==> config.mk <==
export PLATFORM = sky130hd
export DESIGN_NAME = colored_page_slot_allocator_top
export DESIGN_NICKNAME = d
export VERILOG_FILES = /design/src/sv/cpsa_pkg.sv /design/src/sv/cpsa_cfg.sv /design/src/sv/cpsa_slot_ram.sv /design/src/sv/cpsa_ctrl.sv /design/src/sv/colored_page_slot_allocator_top.sv
export SDC_FILE = /design/constraint.sdc
export NUM_CORES = 2
export LEC_CHECK = 0
export BUFFER_PORTS_ARGS = -buffer_cell sky130_fd_sc_hd__buf_4
export CORE_MARGIN = 3
export CORE_UTILIZATION = 40
export CTS_CLUSTER_DIAMETER = 30
export DETAILED_ROUTE_END_ITERATION = 10
export PLACE_DENSITY_LB_ADDON = 0.1
export SETUP_SLACK_MARGIN = 0.02
export SYNTH_ARGS = -nofsm -noshare
export SYNTH_HDL_FRONTEND = slang
export SYNTH_SLANG_ARGS = --single-unit
export TNS_END_PERCENT = 50
==> constraint.sdc <==
create_clock -name clk -period 13.3 [get_ports clk]
set_clock_uncertainty 0.2 [all_clocks]
set_input_delay 1.33 -clock clk [delete_from_list [all_inputs] [get_ports clk]]
set_output_delay 1.33 -clock clk [all_outputs]
set_load 0.01 [all_outputs]
==> src/sv/cpsa_pkg.sv <==
// ----------------------------------------------------------------------------
// cpsa_pkg
// Shared types, constants and helper functions of the colored page slot
// allocator.
// ----------------------------------------------------------------------------
package cpsa_pkg;

	localparam int MAX_ALIGNS = 256;
	localparam int MAX_SETS   = 4;
	localparam int PAGE_SHIFT = 12;

	localparam int ALIGN_W    = $clog2(MAX_ALIGNS);
	localparam int SET_W      = $clog2(MAX_SETS);
	localparam int ADDR_W     = 32;
	localparam int AV_W       = ADDR_W - PAGE_SHIFT;
	localparam int CFG_IDX_W  = 4;
	localparam int CFG_DATA_W = 32;
	localparam int S_TDATA_W  = 88;
	localparam int M_TDATA_W  = 16;

	typedef enum logic [2:0] {
		ST_GRANTED  = 3'd0,
		ST_NO_SLOT  = 3'd1,
		ST_RELEASED = 3'd2,
		ST_OUTSIDE  = 3'd3,
		ST_UNUSED   = 3'd4
	} status_t;

	typedef enum logic [CFG_IDX_W-1:0] {
		REG_VAC_MODE     = 4'd0,
		REG_COLORING_EN  = 4'd1,
		REG_ALIGN_COUNT  = 4'd2,
		REG_SET_COUNT    = 4'd3,
		REG_COLOR_MASK   = 4'd4,
		REG_SET_SHIFT    = 4'd5,
		REG_WINDOW_START = 4'd6,
		REG_WINDOW_END   = 4'd7
	} reg_idx_t;

	// Configuration as seen by the controller, counts already turned into masks.
	typedef struct packed {
		logic              vac_mode;
		logic              coloring_enable;
		logic [ALIGN_W-1:0] align_mask;
		logic [SET_W-1:0]   set_mask;
		logic [ADDR_W-1:0]  color_mask;
		logic [4:0]         set_shift;
		logic [ADDR_W-1:0]  window_start;
		logic [ADDR_W-1:0]  window_end;
	} cfg_t;

	// One request to the slot table: a row read and a row write.
	typedef struct packed {
		logic               rd_en;
		logic [ALIGN_W-1:0] rd_addr;
		logic               wr_en;
		logic [ALIGN_W-1:0] wr_addr;
		logic [MAX_SETS-1:0] wr_row;
	} ram_req_t;

	// Clamp to 1..MAX_ALIGNS, round down to a power of two, return count - 1.
	function automatic logic [ALIGN_W-1:0] align_mask_of(input logic [ALIGN_W:0] v);
		logic [ALIGN_W-1:0] m;
		m = '0;
		for (int i = 0; i < ALIGN_W; i++) begin
			if (v[i]) begin
				m = ALIGN_W'((1 << i) - 1);
			end
		end
		if (v >= (ALIGN_W+1)'(MAX_ALIGNS)) begin
			m = '1;
		end
		return m;
	endfunction

	// Same for the set count.
	function automatic logic [SET_W-1:0] set_mask_of(input logic [SET_W:0] v);
		logic [SET_W-1:0] m;
		m = '0;
		for (int i = 0; i < SET_W; i++) begin
			if (v[i]) begin
				m = SET_W'((1 << i) - 1);
			end
		end
		if (v >= (SET_W+1)'(MAX_SETS)) begin
			m = '1;
		end
		return m;
	endfunction

endpackage

==> src/sv/cpsa_cfg.sv <==
// ----------------------------------------------------------------------------
// cpsa_cfg
// Configuration registers with their reset values and the derived masks.
// ----------------------------------------------------------------------------
module cpsa_cfg (
	input  logic                            clk,
	input  logic                            arst_n,
	input  logic                            cfg_we,
	input  logic [cpsa_pkg::CFG_IDX_W-1:0]  cfg_index,
	input  logic [cpsa_pkg::CFG_DATA_W-1:0] cfg_data,
	output cpsa_pkg::cfg_t                  cfg
);

	logic                            vac_mode_q;
	logic                            coloring_enable_q;
	logic [cpsa_pkg::ALIGN_W:0]      align_count_q;
	logic [cpsa_pkg::SET_W:0]        set_count_q;
	logic [cpsa_pkg::ADDR_W-1:0]     color_mask_q;
	logic [4:0]                      set_shift_q;
	logic [cpsa_pkg::ADDR_W-1:0]     window_start_q;
	logic [cpsa_pkg::ADDR_W-1:0]     window_end_q;

	always_ff @(posedge clk or negedge arst_n) begin
		if (!arst_n) begin
			vac_mode_q        <= 1'b0;
			coloring_enable_q <= 1'b0;
			align_count_q     <= (cpsa_pkg::ALIGN_W+1)'(64);
			set_count_q       <= (cpsa_pkg::SET_W+1)'(2);
			color_mask_q      <= 32'h0003_FFFF;
			set_shift_q       <= 5'd18;
			window_start_q    <= '0;
			window_end_q      <= 32'h0007_FFFF;
		end else if (cfg_we) begin
			unique case (cpsa_pkg::reg_idx_t'(cfg_index))
				cpsa_pkg::REG_VAC_MODE:     vac_mode_q        <= cfg_data[0];
				cpsa_pkg::REG_COLORING_EN:  coloring_enable_q <= cfg_data[0];
				cpsa_pkg::REG_ALIGN_COUNT:  align_count_q     <= cfg_data[cpsa_pkg::ALIGN_W:0];
				cpsa_pkg::REG_SET_COUNT:    set_count_q       <= cfg_data[cpsa_pkg::SET_W:0];
				cpsa_pkg::REG_COLOR_MASK:   color_mask_q      <= cfg_data;
				cpsa_pkg::REG_SET_SHIFT:    set_shift_q       <= cfg_data[4:0];
				cpsa_pkg::REG_WINDOW_START: window_start_q    <= cfg_data;
				cpsa_pkg::REG_WINDOW_END:   window_end_q      <= cfg_data;
				default: ;
			endcase
		end
	end

	always_comb begin
		cfg.vac_mode        = vac_mode_q;
		cfg.coloring_enable = coloring_enable_q;
		cfg.align_mask      = cpsa_pkg::align_mask_of(align_count_q);
		cfg.set_mask        = cpsa_pkg::set_mask_of(set_count_q);
		cfg.color_mask      = color_mask_q;
		cfg.set_shift       = set_shift_q;
		cfg.window_start    = window_start_q;
		cfg.window_end      = window_end_q;
	end

endmodule

==> src/sv/cpsa_slot_ram.sv <==
// ----------------------------------------------------------------------------
// cpsa_slot_ram
// Slot table: one row per alignment, one in-use bit per set. Registered read.
// ----------------------------------------------------------------------------
module cpsa_slot_ram (
	input  logic                             clk,
	input  logic                             arst_n,
	input  cpsa_pkg::ram_req_t               req,
	output logic [cpsa_pkg::MAX_SETS-1:0]    rd_row
);

	logic [cpsa_pkg::MAX_SETS-1:0]   mem [cpsa_pkg::MAX_ALIGNS];
	logic [cpsa_pkg::MAX_ALIGNS-1:0] valid_q;
	logic [cpsa_pkg::MAX_SETS-1:0]   data_s1;
	logic                            vld_s1;

	always_ff @(posedge clk) begin
		if (req.wr_en) begin
			mem[req.wr_addr] <= req.wr_row;
		end
		if (req.rd_en) begin
			data_s1 <= mem[req.rd_addr];
		end
	end

	// A row never written since reset reads as all sets free.
	always_ff @(posedge clk or negedge arst_n) begin
		if (!arst_n) begin
			valid_q <= '0;
			vld_s1  <= 1'b0;
		end else begin
			if (req.wr_en) begin
				valid_q[req.wr_addr] <= 1'b1;
			end
			if (req.rd_en) begin
				vld_s1 <= valid_q[req.rd_addr];
			end
		end
	end

	assign rd_row = vld_s1 ? data_s1 : '0;

endmodule

==> src/sv/cpsa_ctrl.sv <==
// ----------------------------------------------------------------------------
// cpsa_ctrl
// Request sequencer: start alignment selection, row-per-cycle search,
// release read-modify-write and the result register.
// ----------------------------------------------------------------------------
module cpsa_ctrl (
	input  logic                                clk,
	input  logic                                arst_n,
	input  cpsa_pkg::cfg_t                      cfg,
	input  logic                                s_tvalid,
	output logic                                s_tready,
	input  logic                                kind,
	input  logic signed [cpsa_pkg::ALIGN_W:0]   existing_align,
	input  logic [7:0]                          page_color,
	input  logic [cpsa_pkg::ADDR_W-1:0]         avoid_addr,
	input  logic [cpsa_pkg::ADDR_W-1:0]         release_addr,
	output cpsa_pkg::ram_req_t                  ram_req,
	input  logic [cpsa_pkg::MAX_SETS-1:0]       rd_row,
	output logic                                m_tvalid,
	input  logic                                m_tready,
	output cpsa_pkg::status_t                   status,
	output logic [cpsa_pkg::ALIGN_W-1:0]        slot_align,
	output logic [cpsa_pkg::SET_W-1:0]          slot_set
);

	typedef enum logic [2:0] {
		S_IDLE,
		S_START,
		S_SEARCH,
		S_RELEASE,
		S_DONE
	} state_t;

	localparam int AW = cpsa_pkg::ALIGN_W;
	localparam int SW = cpsa_pkg::SET_W;

	state_t                      state_q;
	logic [AW-1:0]               next_align_q;

	// Captured item
	logic                        kind_q;
	logic [AW:0]                 ex_q;
	logic [7:0]                  color_q;
	logic [cpsa_pkg::ADDR_W-1:0] avoid_q;
	logic [cpsa_pkg::ADDR_W-1:0] raddr_q;

	// Working registers
	logic [AW-1:0]               align_q;
	logic [AW-1:0]               last_q;
	logic                        direct_q;
	logic                        first_q;
	logic [SW-1:0]               rset_q;
	cpsa_pkg::status_t           res_status_q;
	logic [AW-1:0]               res_align_q;
	logic [SW-1:0]               res_set_q;

	// Start selection
	logic [AW-1:0]               last0;
	logic [AW-1:0]               last_rr;
	logic [AW-1:0]               pick;
	logic [AW-1:0]               pick_adj;
	logic [cpsa_pkg::ADDR_W-1:0] av_full;
	logic [cpsa_pkg::AV_W-1:0]   av;
	logic [AW-1:0]               start;
	logic [AW-1:0]               last_new;
	logic                        direct_new;

	// Release decode
	logic                        in_win;
	logic [AW-1:0]               rel_align;
	logic [cpsa_pkg::ADDR_W-1:0] rel_shifted;
	logic [SW-1:0]               rel_set;

	// Row search
	logic [cpsa_pkg::MAX_SETS-1:0] set_en;
	logic [cpsa_pkg::MAX_SETS-1:0] free;
	logic                          found;
	logic [SW-1:0]                 fset;
	logic [AW-1:0]                 nxt;
	logic                          rel_used;

	always_comb begin
		last0    = next_align_q & cfg.align_mask;
		last_rr  = (last0 + AW'(1)) & cfg.align_mask;
		pick     = cfg.coloring_enable ? (color_q[AW-1:0] & cfg.align_mask) : last0;
		av_full  = avoid_q & cfg.color_mask;
		av       = av_full[cpsa_pkg::ADDR_W-1:cpsa_pkg::PAGE_SHIFT];
		pick_adj = (av == cpsa_pkg::AV_W'(pick)) ? ((pick + AW'(1)) & cfg.align_mask) : pick;

		if (!cfg.vac_mode) begin
			start      = last0;
			last_new   = last0;
			direct_new = 1'b0;
		end else if (!ex_q[AW]) begin
			start      = ex_q[AW-1:0] & cfg.align_mask;
			last_new   = last0;
			direct_new = 1'b1;
		end else begin
			start      = pick_adj;
			last_new   = cfg.coloring_enable ? last0 : last_rr;
			direct_new = 1'b0;
		end

		in_win      = !((raddr_q < cfg.window_start) || (raddr_q > cfg.window_end));
		rel_align   = raddr_q[cpsa_pkg::PAGE_SHIFT +: AW] & cfg.align_mask;
		rel_shifted = raddr_q >> cfg.set_shift;
		rel_set     = rel_shifted[SW-1:0] & cfg.set_mask;

		for (int i = 0; i < cpsa_pkg::MAX_SETS; i++) begin
			set_en[i] = (SW'(i) & ~cfg.set_mask) == '0;
		end
		free  = ~rd_row & set_en;
		found = |free;
		fset  = '0;
		for (int i = cpsa_pkg::MAX_SETS - 1; i >= 0; i--) begin
			if (free[i]) begin
				fset = SW'(i);
			end
		end
		nxt      = (align_q + AW'(1)) & cfg.align_mask;
		rel_used = rd_row[rset_q];
	end

	// Slot table requests
	always_comb begin
		ram_req = '0;
		case (state_q)
			S_START: begin
				ram_req.rd_en   = !kind_q || in_win;
				ram_req.rd_addr = kind_q ? rel_align : start;
			end
			S_SEARCH: begin
				if (found) begin
					ram_req.wr_en   = 1'b1;
					ram_req.wr_addr = align_q;
					ram_req.wr_row  = rd_row | (cpsa_pkg::MAX_SETS'(1) << fset);
				end else if (nxt != last_q) begin
					ram_req.rd_en   = 1'b1;
					ram_req.rd_addr = nxt;
				end
			end
			S_RELEASE: begin
				ram_req.wr_en   = rel_used;
				ram_req.wr_addr = align_q;
				ram_req.wr_row  = rd_row & ~(cpsa_pkg::MAX_SETS'(1) << rset_q);
			end
			default: ;
		endcase
	end

	assign s_tready = (state_q == S_IDLE);

	// Item capture and working registers
	always_ff @(posedge clk) begin
		if (s_tvalid && s_tready) begin
			kind_q  <= kind;
			ex_q    <= existing_align;
			color_q <= page_color;
			avoid_q <= avoid_addr;
			raddr_q <= release_addr;
		end
		case (state_q)
			S_START: begin
				first_q  <= 1'b1;
				direct_q <= direct_new;
				last_q   <= last_new;
				if (kind_q) begin
					align_q      <= rel_align;
					rset_q       <= rel_set;
					res_status_q <= cpsa_pkg::ST_OUTSIDE;
					res_align_q  <= '0;
					res_set_q    <= '0;
				end else begin
					align_q <= start;
				end
			end
			S_SEARCH: begin
				first_q <= 1'b0;
				if (found) begin
					res_status_q <= cpsa_pkg::ST_GRANTED;
					res_align_q  <= align_q;
					res_set_q    <= fset;
				end else begin
					align_q      <= nxt;
					res_status_q <= cpsa_pkg::ST_NO_SLOT;
					res_align_q  <= '0;
					res_set_q    <= '0;
				end
			end
			S_RELEASE: begin
				res_status_q <= rel_used ? cpsa_pkg::ST_RELEASED : cpsa_pkg::ST_UNUSED;
				res_align_q  <= align_q;
				res_set_q    <= rset_q;
			end
			default: ;
		endcase
	end

	// State, round-robin pointer and result register
	always_ff @(posedge clk or negedge arst_n) begin
		if (!arst_n) begin
			state_q      <= S_IDLE;
			next_align_q <= '0;
			m_tvalid     <= 1'b0;
			status       <= cpsa_pkg::ST_GRANTED;
			slot_align   <= '0;
			slot_set     <= '0;
		end else begin
			// The output register empties on a handshake, unless the done
			// state loads the next result in the same cycle.
			if (m_tvalid && m_tready && (state_q != S_DONE)) begin
				m_tvalid <= 1'b0;
			end
			unique case (state_q)
				S_IDLE: begin
					if (s_tvalid) begin
						state_q <= S_START;
					end
				end
				S_START: begin
					if (!kind_q) begin
						state_q <= S_SEARCH;
					end else if (in_win) begin
						state_q <= S_RELEASE;
					end else begin
						state_q <= S_DONE;
					end
				end
				S_SEARCH: begin
					if (found) begin
						if (!(direct_q && first_q)) begin
							next_align_q <= align_q;
						end
						state_q <= S_DONE;
					end else if (nxt == last_q) begin
						next_align_q <= nxt;
						state_q      <= S_DONE;
					end
				end
				S_RELEASE: begin
					state_q <= S_DONE;
				end
				S_DONE: begin
					if (!m_tvalid || m_tready) begin
						m_tvalid   <= 1'b1;
						status     <= res_status_q;
						slot_align <= res_align_q;
						slot_set   <= res_set_q;
						state_q    <= S_IDLE;
					end
				end
				default: state_q <= S_IDLE;
			endcase
		end
	end

endmodule

==> src/sv/colored_page_slot_allocator_top.sv <==
// ----------------------------------------------------------------------------
// colored_page_slot_allocator_top
// Hands out cache-color-consistent mapping slots from an alignment by set
// table and frees them again.
// ----------------------------------------------------------------------------
//
//   Channel   Dir   Handshake           Contents
//   cfg       in    cfg_we              cfg_index selects register, cfg_data value
//   s_*       in    s_tvalid/s_tready   map request or release item
//   m_*       out   m_tvalid/m_tready   status, slot alignment, slot set
//
// One item is in work at a time. The search of a map request reads from one
// up to the alignment count of alignment rows; the slot table delivers one
// row per cycle through its single read port. A release reads its row and
// writes it back with the set cleared if that set was in use; an address
// outside the window does not touch the slot table.
// The slot table needs no clearing pass: a valid bit per row, cleared by
// reset, makes unwritten rows read as free, so items are taken right after
// reset. A stalled result stays in the output register while the next item
// is accepted; that item waits for the register to empty before its own
// result is loaded.
//
module colored_page_slot_allocator_top (
	input  logic                             clk,
	input  logic                             arst_n,
	input  logic                             cfg_we,
	input  logic [cpsa_pkg::CFG_IDX_W-1:0]   cfg_index,
	input  logic [cpsa_pkg::CFG_DATA_W-1:0]  cfg_data,
	input  logic                             s_tvalid,
	output logic                             s_tready,
	// existing_align[8:0], page_color[16:9], avoid_addr[48:17],
	// release_addr[80:49], zero fill [87:81]
	input  logic [cpsa_pkg::S_TDATA_W-1:0]   s_tdata,
	// kind: 0 map request, 1 release
	input  logic                             s_tuser,
	output logic                             m_tvalid,
	input  logic                             m_tready,
	// status[2:0], slot_align[10:3], slot_set[12:11], zero fill [15:13]
	output logic [cpsa_pkg::M_TDATA_W-1:0]   m_tdata
);

	cpsa_pkg::cfg_t                     cfg;
	cpsa_pkg::ram_req_t                 ram_req;
	logic [cpsa_pkg::MAX_SETS-1:0]      rd_row;
	cpsa_pkg::status_t                  status;
	logic [cpsa_pkg::ALIGN_W-1:0]       slot_align;
	logic [cpsa_pkg::SET_W-1:0]         slot_set;

	// Configuration registers; the counts arrive as masks.
	cpsa_cfg u_cfg (
		.clk       (clk),
		.arst_n    (arst_n),
		.cfg_we    (cfg_we),
		.cfg_index (cfg_index),
		.cfg_data  (cfg_data),
		.cfg       (cfg)
	);

	// The slot table itself.
	cpsa_slot_ram u_ram (
		.clk    (clk),
		.arst_n (arst_n),
		.req    (ram_req),
		.rd_row (rd_row)
	);

	// Sequencer: picks the start alignment, walks the rows, grants or frees
	// a slot and holds the result until the sink takes it.
	cpsa_ctrl u_ctrl (
		.clk            (clk),
		.arst_n         (arst_n),
		.cfg            (cfg),
		.s_tvalid       (s_tvalid),
		.s_tready       (s_tready),
		.kind           (s_tuser),
		.existing_align (s_tdata[8:0]),
		.page_color     (s_tdata[16:9]),
		.avoid_addr     (s_tdata[48:17]),
		.release_addr   (s_tdata[80:49]),
		.ram_req        (ram_req),
		.rd_row         (rd_row),
		.m_tvalid       (m_tvalid),
		.m_tready       (m_tready),
		.status         (status),
		.slot_align     (slot_align),
		.slot_set       (slot_set)
	);

	assign m_tdata = {3'b000, slot_set, slot_align, status};

endmodule

After elaboration in Yosys (flattened, before gate mapping)
Memories as Yosys holds them, arrays and structs flattened. A register that Yosys moved wholly into a read port is not among the register bits.
Index checks and enable logic that the tools add are counted.
Word-level totals
  bits in latches: 0
  input port bits: 130
  memories: 1
  memory bits (writable): 1024
  flip-flop bits (word level): 512
  bits in read-only memories: 0
Cells by class
  multiplexer cells: 63
  multiply operators: 0
  bitwise operators: 16
  eq/ne operators: 21
  divide/modulo/power cells: 0
  reductions and logical operators: 34
  add/subtract/negate cells: 3
  magnitude comparators: 8
  shifts and indexed selects: 3
Memory list
  u_ram.mem: words 256, width 4, rd ports 1, clocked after memory_dff 1, write ports 1, RTL line cpsa_slot_ram.sv:12  | logic [cpsa_pkg::MAX_SETS-1:0] mem [cpsa_pkg::MAX_ALIGNS];
Operators by type and width (count)
  $or 256x256->256: 1
  $mux 8: 15
  $and 8x8->8: 7
  $and 32x32->32: 1
  $gt 32x32->1: 1
  $lt 32x32->1: 1
  $shr 32x5->2: 1
  $mux 3: 9
  $pmux 13 s2: 1
  $add 8x1->8 const B: 3
  $pmux 8 s3: 1
  $reduce_and 2->1: 12
  $eq 20x8->1: 1
  $lt 8x9->1 const B: 2
  $mux 9: 2
  $pmux 9 s2: 1
  $eq 4x3->1 const B: 4
  $mux 2: 8
  $pmux 8 s2: 1
  $pmux 3 s5: 1
  $mux 13: 1
  $mux 1: 12
  $ge 9x9->1 const B: 1
  $pmux 3 s3: 1
  39 further kinds: 60

Longest topological paths before layout
  word-level depth: 19
  depth in mapped cells: 21

Hierarchy
From an unflattened synthesis, not the netlist that was laid out.
Second synthesis, totals
  cell total of the unflattened synthesis: 3719
  area total of the unflattened synthesis: 62738.9 sq um
By module, submodules not included
  cpsa_slot_ram: instances 1, cells an instance 2702, area each 50310.8 sq um, seq. area each 37300.8 sq um
  cpsa_ctrl: instances 1, cells an instance 753, area each 8032.7 sq um, seq. area each 3718.6 sq um
  cpsa_cfg: instances 1, cells an instance 260, area each 4369.2 sq um, seq. area each 2879.0 sq um
  colored_page_slot_allocator_top: instances 1, cells an instance 4, area each 26.3 sq um, seq. area each 0.0 sq um

Worst setup path before layout
Ideal clock, no wire load.
  kind: register to register
  from: register u_ctrl.state_q[2]
  to: memory u_ram.mem[0][2] (netlist name) (data pin)
  data arrival time: 11.241 ns
  required time: 10.913 ns
  setup slack: -0.328 ns
  cell stages (with the launch flop): 6
  path through: dfrtp_1 -> nand2b_1 -> nor2_1 -> inv_1 -> clkbuf_1 -> o21ai_0
RTL lines
  start: declaration: RTL line cpsa_ctrl.sv:37  | state_t state_q;
  start signal: assignment: RTL line cpsa_ctrl.sv:202  | state_q <= S_IDLE;
  start signal: assignment: RTL line cpsa_ctrl.sv:217  | state_q <= S_START;
  start signal: assignment: RTL line cpsa_ctrl.sv:222  | state_q <= S_SEARCH;
  end: declaration: RTL line cpsa_slot_ram.sv:12

Final worst setup path
  from: register u_cfg.coloring_enable_q
  to: register u_ram.data_s1[0] (netlist name) (read register of u_ram.mem) (data pin)
Between the ends
  cells in the longest elaborated chain, start to end: 8
  elaborated cells on any way between the ends: 9
  classes of those cells: add/sub (1); eq/ne (1); mux (6); bitwise (1)
Ends and longest elaborated chain
  start: declaration: RTL line cpsa_cfg.sv:15  | logic coloring_enable_q;
  start signal: assignment: RTL line cpsa_cfg.sv:36  | cpsa_pkg::REG_COLORING_EN: coloring_enable_q <= cfg_data[0];
  $mux 8 *: RTL line cpsa_ctrl.sv:85  | pick = cfg.coloring_enable ? (color_q[AW-1:0] & cfg.align_mask) : last0;
  $add 8x1->8: RTL line cpsa_ctrl.sv:88  | pick_adj = (av == cpsa_pkg::AV_W'(pick)) ? ((pick + AW'(1)) & cfg.align_mask) : pick;
  $and 8x8->8: RTL line cpsa_ctrl.sv:88
  $mux 8 *: RTL line cpsa_ctrl.sv:88
  $mux 8 *: RTL line cpsa_ctrl.sv:94  | end else if (!ex_q[AW]) begin
  $mux 8 *: RTL line cpsa_ctrl.sv:90  | if (!cfg.vac_mode) begin
  $mux 8 *: RTL line cpsa_ctrl.sv:130  | ram_req.rd_addr = kind_q ? rel_align : start;
  $pmux 9 s2 *: RTL line cpsa_ctrl.sv:127  | case (state_q)
  end: declaration: RTL line cpsa_slot_ram.sv:14  | logic [cpsa_pkg::MAX_SETS-1:0] data_s1;
Every way passes the cells marked *; elsewhere a longest branch is shown, timed or not.
A chain may end at the register's enable or synchronous reset.

==> flow_summary_export.csv <==
group,metric,value,unit
sta,hold_viol,0,
global_route,first_global_vias,43913,
worst_setup_path,crit_family,"simple AND/OR/NAND/NOR gates",
clocking,cts_tree,"yes",
worst_setup_path,slowest_delay,0.83,ns
clocking,post_cts_buffers,0,
sta,rsz0062_at_grt,"no",
worst_setup_path,startpoint_type,"flop",
worst_setup_path,critPathBufInv,3,
die,core_area,0.159,sq mm
cells_and_area,final_util,0.504,
worst_setup_path,r2r_start,"u_cfg.coloring_enable_q",
sta,layout_min_cycle_time,7.44,ns
clocking,hold_buffers,0,
pwr,ir_drop,0.000258,V
sta,fmax,0.134,GHz
clocking,clk_pin_slew,0.05,ns
clocking,cts_sinks,1514,
clocking,numCtsBuffers,370,
route,dr_total_vias,44347,
global_route,grt.overflow.total,0,
sta,setup_violations,0,
synthesis,ys_seq_area_frac,0.674,
placement,dp_hpwl,116,mm
cells_and_area,synthToLayoutAreaGrowth,24.3,%
die,die-area,0.167,sq mm
global_route,grt_first_pass_wirelength,292,mm
sta,slew_violations,0,
die,std_cell_rows,146,
synthesis,async_reset_ff_frac,0.253,
global_route,grt_max_degree,170,
worst_setup_path,endpoint_kind,"flop",
synthesis,ys_seq_elements,1514,
synthesis,yosys_warnings,0,
worst_setup_path,cp_max_fo,66,
synthesis,ys_top_cells_by_count,"nand2_1, edfxtp_1, dfrtp_1",
route,wl_per_cell,24.4,um
synthesis,netlist.area_leader.share,0.525,
worst_setup_path,r2r_slack,5.86,ns
synthesis,synth_edf_count,1131,
route,drtAntennaViolNets,0,
synthesis,syn-mean-instance-area,12.0,sq um
worst_hold_path,hp-class,"primary input to asynchronous set/reset pin",
global_route,track_usage,0.233,
cells_and_area,drive_gt1_frac,0.202,
cells_and_area,n_fill_cell,13931,
synthesis,synth.top_cells.by_area,"edfxtp_1, dfrtp_1, nand2_1",
worst_setup_path,required,13.82,ns
clocking,post_cts.resized_instances,0,
cells_and_area,layout.nets,5838,
clocking,insertion_delay,0.91,ns
route,routed_wl,197,mm
run,max_cap_viol_count,0,
pwr,powerDensity,234,mW/mm^2
die,die_w,408,um
route,via_per_inst,5.48,
pwr,power_leakage,31.6,nW
worst_setup_path,path_class,"flop to flop",
synthesis,synth_cell_types,80,
sta,min_period_over_period,0.559,
synthesis,synth-main-ff-cell,"edfxtp_1",
worst_setup_path,arrival,7.96,ns
clocking,clk_path_buf_depth,4,
die,pin_count,148,
pwr,finalPower,18.8,mW
clocking,cts_max_level,5,
sta,fin_tns_setup,0,ns
worst_setup_path,cp_cell_sequence,"mux2_2, and3_1, a2111oi_1, and2_1, and3_1, o21ai_4, buf_4, nand3_4, buf_4, buf_4, nand2_1, and3_1, a311oi_1, a311oi_1, nor4_1, a31oi_1, nor4_1",
sta,relSlewSlack,0.236,
route,drc,0,
route,drt_first_pass_iters,6,
route,drt_iter0_drc,3975,
sta,tightest_slew,1.14,ns
die,initial_utilization,0.406,
synthesis,synth_most_common_cell,"nand2_1",
clocking,root_buffer,"clkbuf_16",
synthesis,yosysTopAreaCell,"edfxtp_1",
synthesis,syn_inst,5393,
global_route,antenna_found_initial,5,
worst_setup_path,critical-path-slowest-cell,"nor4_1",
die,fp.dieH,408,um
worst_setup_path,rr_endpoint,"u_ram.data_s1[0]",
worst_setup_path,rr_worst_depth,17,
placement,io_buffers,125,
status,status,"complete, no violations",
synthesis,syn_area,0.0647,sq mm
placement,gp_congestion,0.827,
routing by layer:
metal,part of all wire,routed length (um),GRT usage,vias up
li1,-,-,-,20274
met1,0.45,88100,0.328,22227
met4,0.029,5650,0.0775,2
met2,0.46,91000,0.364,1515
met3,0.062,12200,0.0441,329
met5,0.000066,13,0,-
worst max path at each step:
| stage | from | end | slack (ns) | cells after the start |
|---|---|---|---|---|
| after floorplan | u_ctrl.state_q[0] | u_ram.mem[0][0] | -0.31 | 3 |
| after global placement | u_cfg.coloring_enable_q | u_ram.data_s1[3] | 5.92 | 17 |
| after detailed placement | u_cfg.coloring_enable_q | u_ram.data_s1[3] | 5.91 | 17 |
| after CTS | u_cfg.coloring_enable_q | u_ram.data_s1[3] | 5.92 | 17 |
| after global routing | u_cfg.coloring_enable_q | u_ram.data_s1[0] | 5.46 | 17 |
| final | u_cfg.coloring_enable_q | u_ram.data_s1[0] | 5.86 | 17 |
metrics by stage:
stage               setup slack [ns]  cells  hold WS [ns]  instance area (sq um)
floorplan                     -0.312   5395         0.227                  64700
global placement                5.92   7416         0.240                  67700
detailed placement              5.91   7416         0.247                  67700
CTS                             5.92   8084         0.224                  80400
global route                    5.46   8085         0.260                  80400
finish                          5.86   8087         0.230                  80400
worst reg2reg max path, stage by stage, from the launching register on:
cell and delay (ns):
dfrtp_1 0.72, mux2_2 0.46, and3_1 0.18, a2111oi_1 0.55, and2_1 0.34, and3_1 0.44, o21ai_4 0.07, buf_4 0.31
nand3_4 0.27, buf_4 0.52, buf_4 0.78, nand2_1 0.15, and3_1 0.21, a311oi_1 0.31, a311oi_1 0.11, nor4_1 0.83
a31oi_1 0.45, nor4_1 0.37
report_power, final:
part           switching [mW]  leakage [nW]  internal [mW]
Sequential              0.236          15.5           5.60
Clock                    2.73          6.14           6.38
Combinational            2.74          9.97           1.11
Total                    5.70          31.6           13.1
sequential cells by signal (all words and copies together) (netlist names), 2 cells and up:
signal / flops
u_ctrl.next_align_q: 8
u_ctrl.res_set_q: 2
u_ctrl.avoid_q: 20
u_ctrl.color_q: 8
u_cfg.window_start_q: 32
u_ctrl.res_align_q: 8
u_ctrl.align_q: 8
u_cfg.align_count_q: 8
u_ctrl.ex_q: 9
u_ctrl.slot_set: 2
u_ctrl.slot_align: 8
u_cfg.set_count_q: 2
u_cfg.set_shift_q: 5
u_ram.data_s1: 4
u_ram.mem: 1024
u_ram.valid_q: 256
u_ctrl.state_q: 3
u_ctrl.rset_q: 2
u_ctrl.status: 3
u_ctrl.raddr_q: 32
u_cfg.window_end_q: 32
u_ctrl.last_q: 8
u_cfg.color_mask_q: 20
u_ctrl.res_status_q: 3
area by class of cell:
| class | count | area, sq um | share of cell area |
|---|---|---|---|
| multi-input combinational | 3454 | 19400 | 0.241 |
| sequential | 1514 | 43600 | 0.542 |
| tap | 2146 | 2690 | 0.0334 |
| clock inverter | 212 | 2760 | 0.0343 |
| clock buffer | 456 | 9950 | 0.124 |
| inverter | 89 | 334 | 0.00415 |
| timing repair buffer | 213 | 1730 | 0.0215 |
| antenna | 3 | 7.51 | 0.0000933 |
kinds of logic (layout without fill, tap and decap cells):
logic type | count (synthesis) | after routing | share of synthesized area
fa+ha+maj | 66 | 66 | 0.0128
xor+xnor | 20 | 20 | 0.00271
other cells | 1 | 6 | 0.0000580
simple gates | 2565 | 2565 | 0.180
flops | 1514 | 1514 | 0.674
buf+inv | 427 | 970 | 0.0286
mux | 129 | 129 | 0.0249
compound gates | 671 | 671 | 0.0772
layout by cell type, fill, tap and decap left out, types with 23 or more instances in the layout:
| cell type | n |
|---|---|
| bufinv_16 | 58 |
| clkinv_2 | 60 |
| clkinvlp_4 | 34 |
| a31oi_1 | 71 |
| nor3_1 | 29 |
| buf_4 | 202 |
| and3_1 | 125 |
| nand2_1 | 1317 |
| ha_1 | 66 |
| nor2_1 | 318 |
| inv_1 | 86 |
| mux2i_1 | 45 |
| o21ai_0 | 102 |
| or2_2 | 254 |
| clkbuf_16 | 374 |
| a21o_1 | 24 |
| clkbuf_1 | 54 |
| clkinv_1 | 31 |
| dfstp_2 | 29 |
| mux2_2 | 65 |
| edfxtp_1 | 1131 |
| nor4_1 | 23 |
| a211oi_1 | 56 |
| and4_1 | 38 |
| dfrtp_1 | 354 |
| clkbuf_8 | 28 |
| nand4_1 | 37 |
| nand3_1 | 336 |
| a311oi_1 | 211 |
| a21oi_1 | 50 |
(Power assumes the default switching activity.)
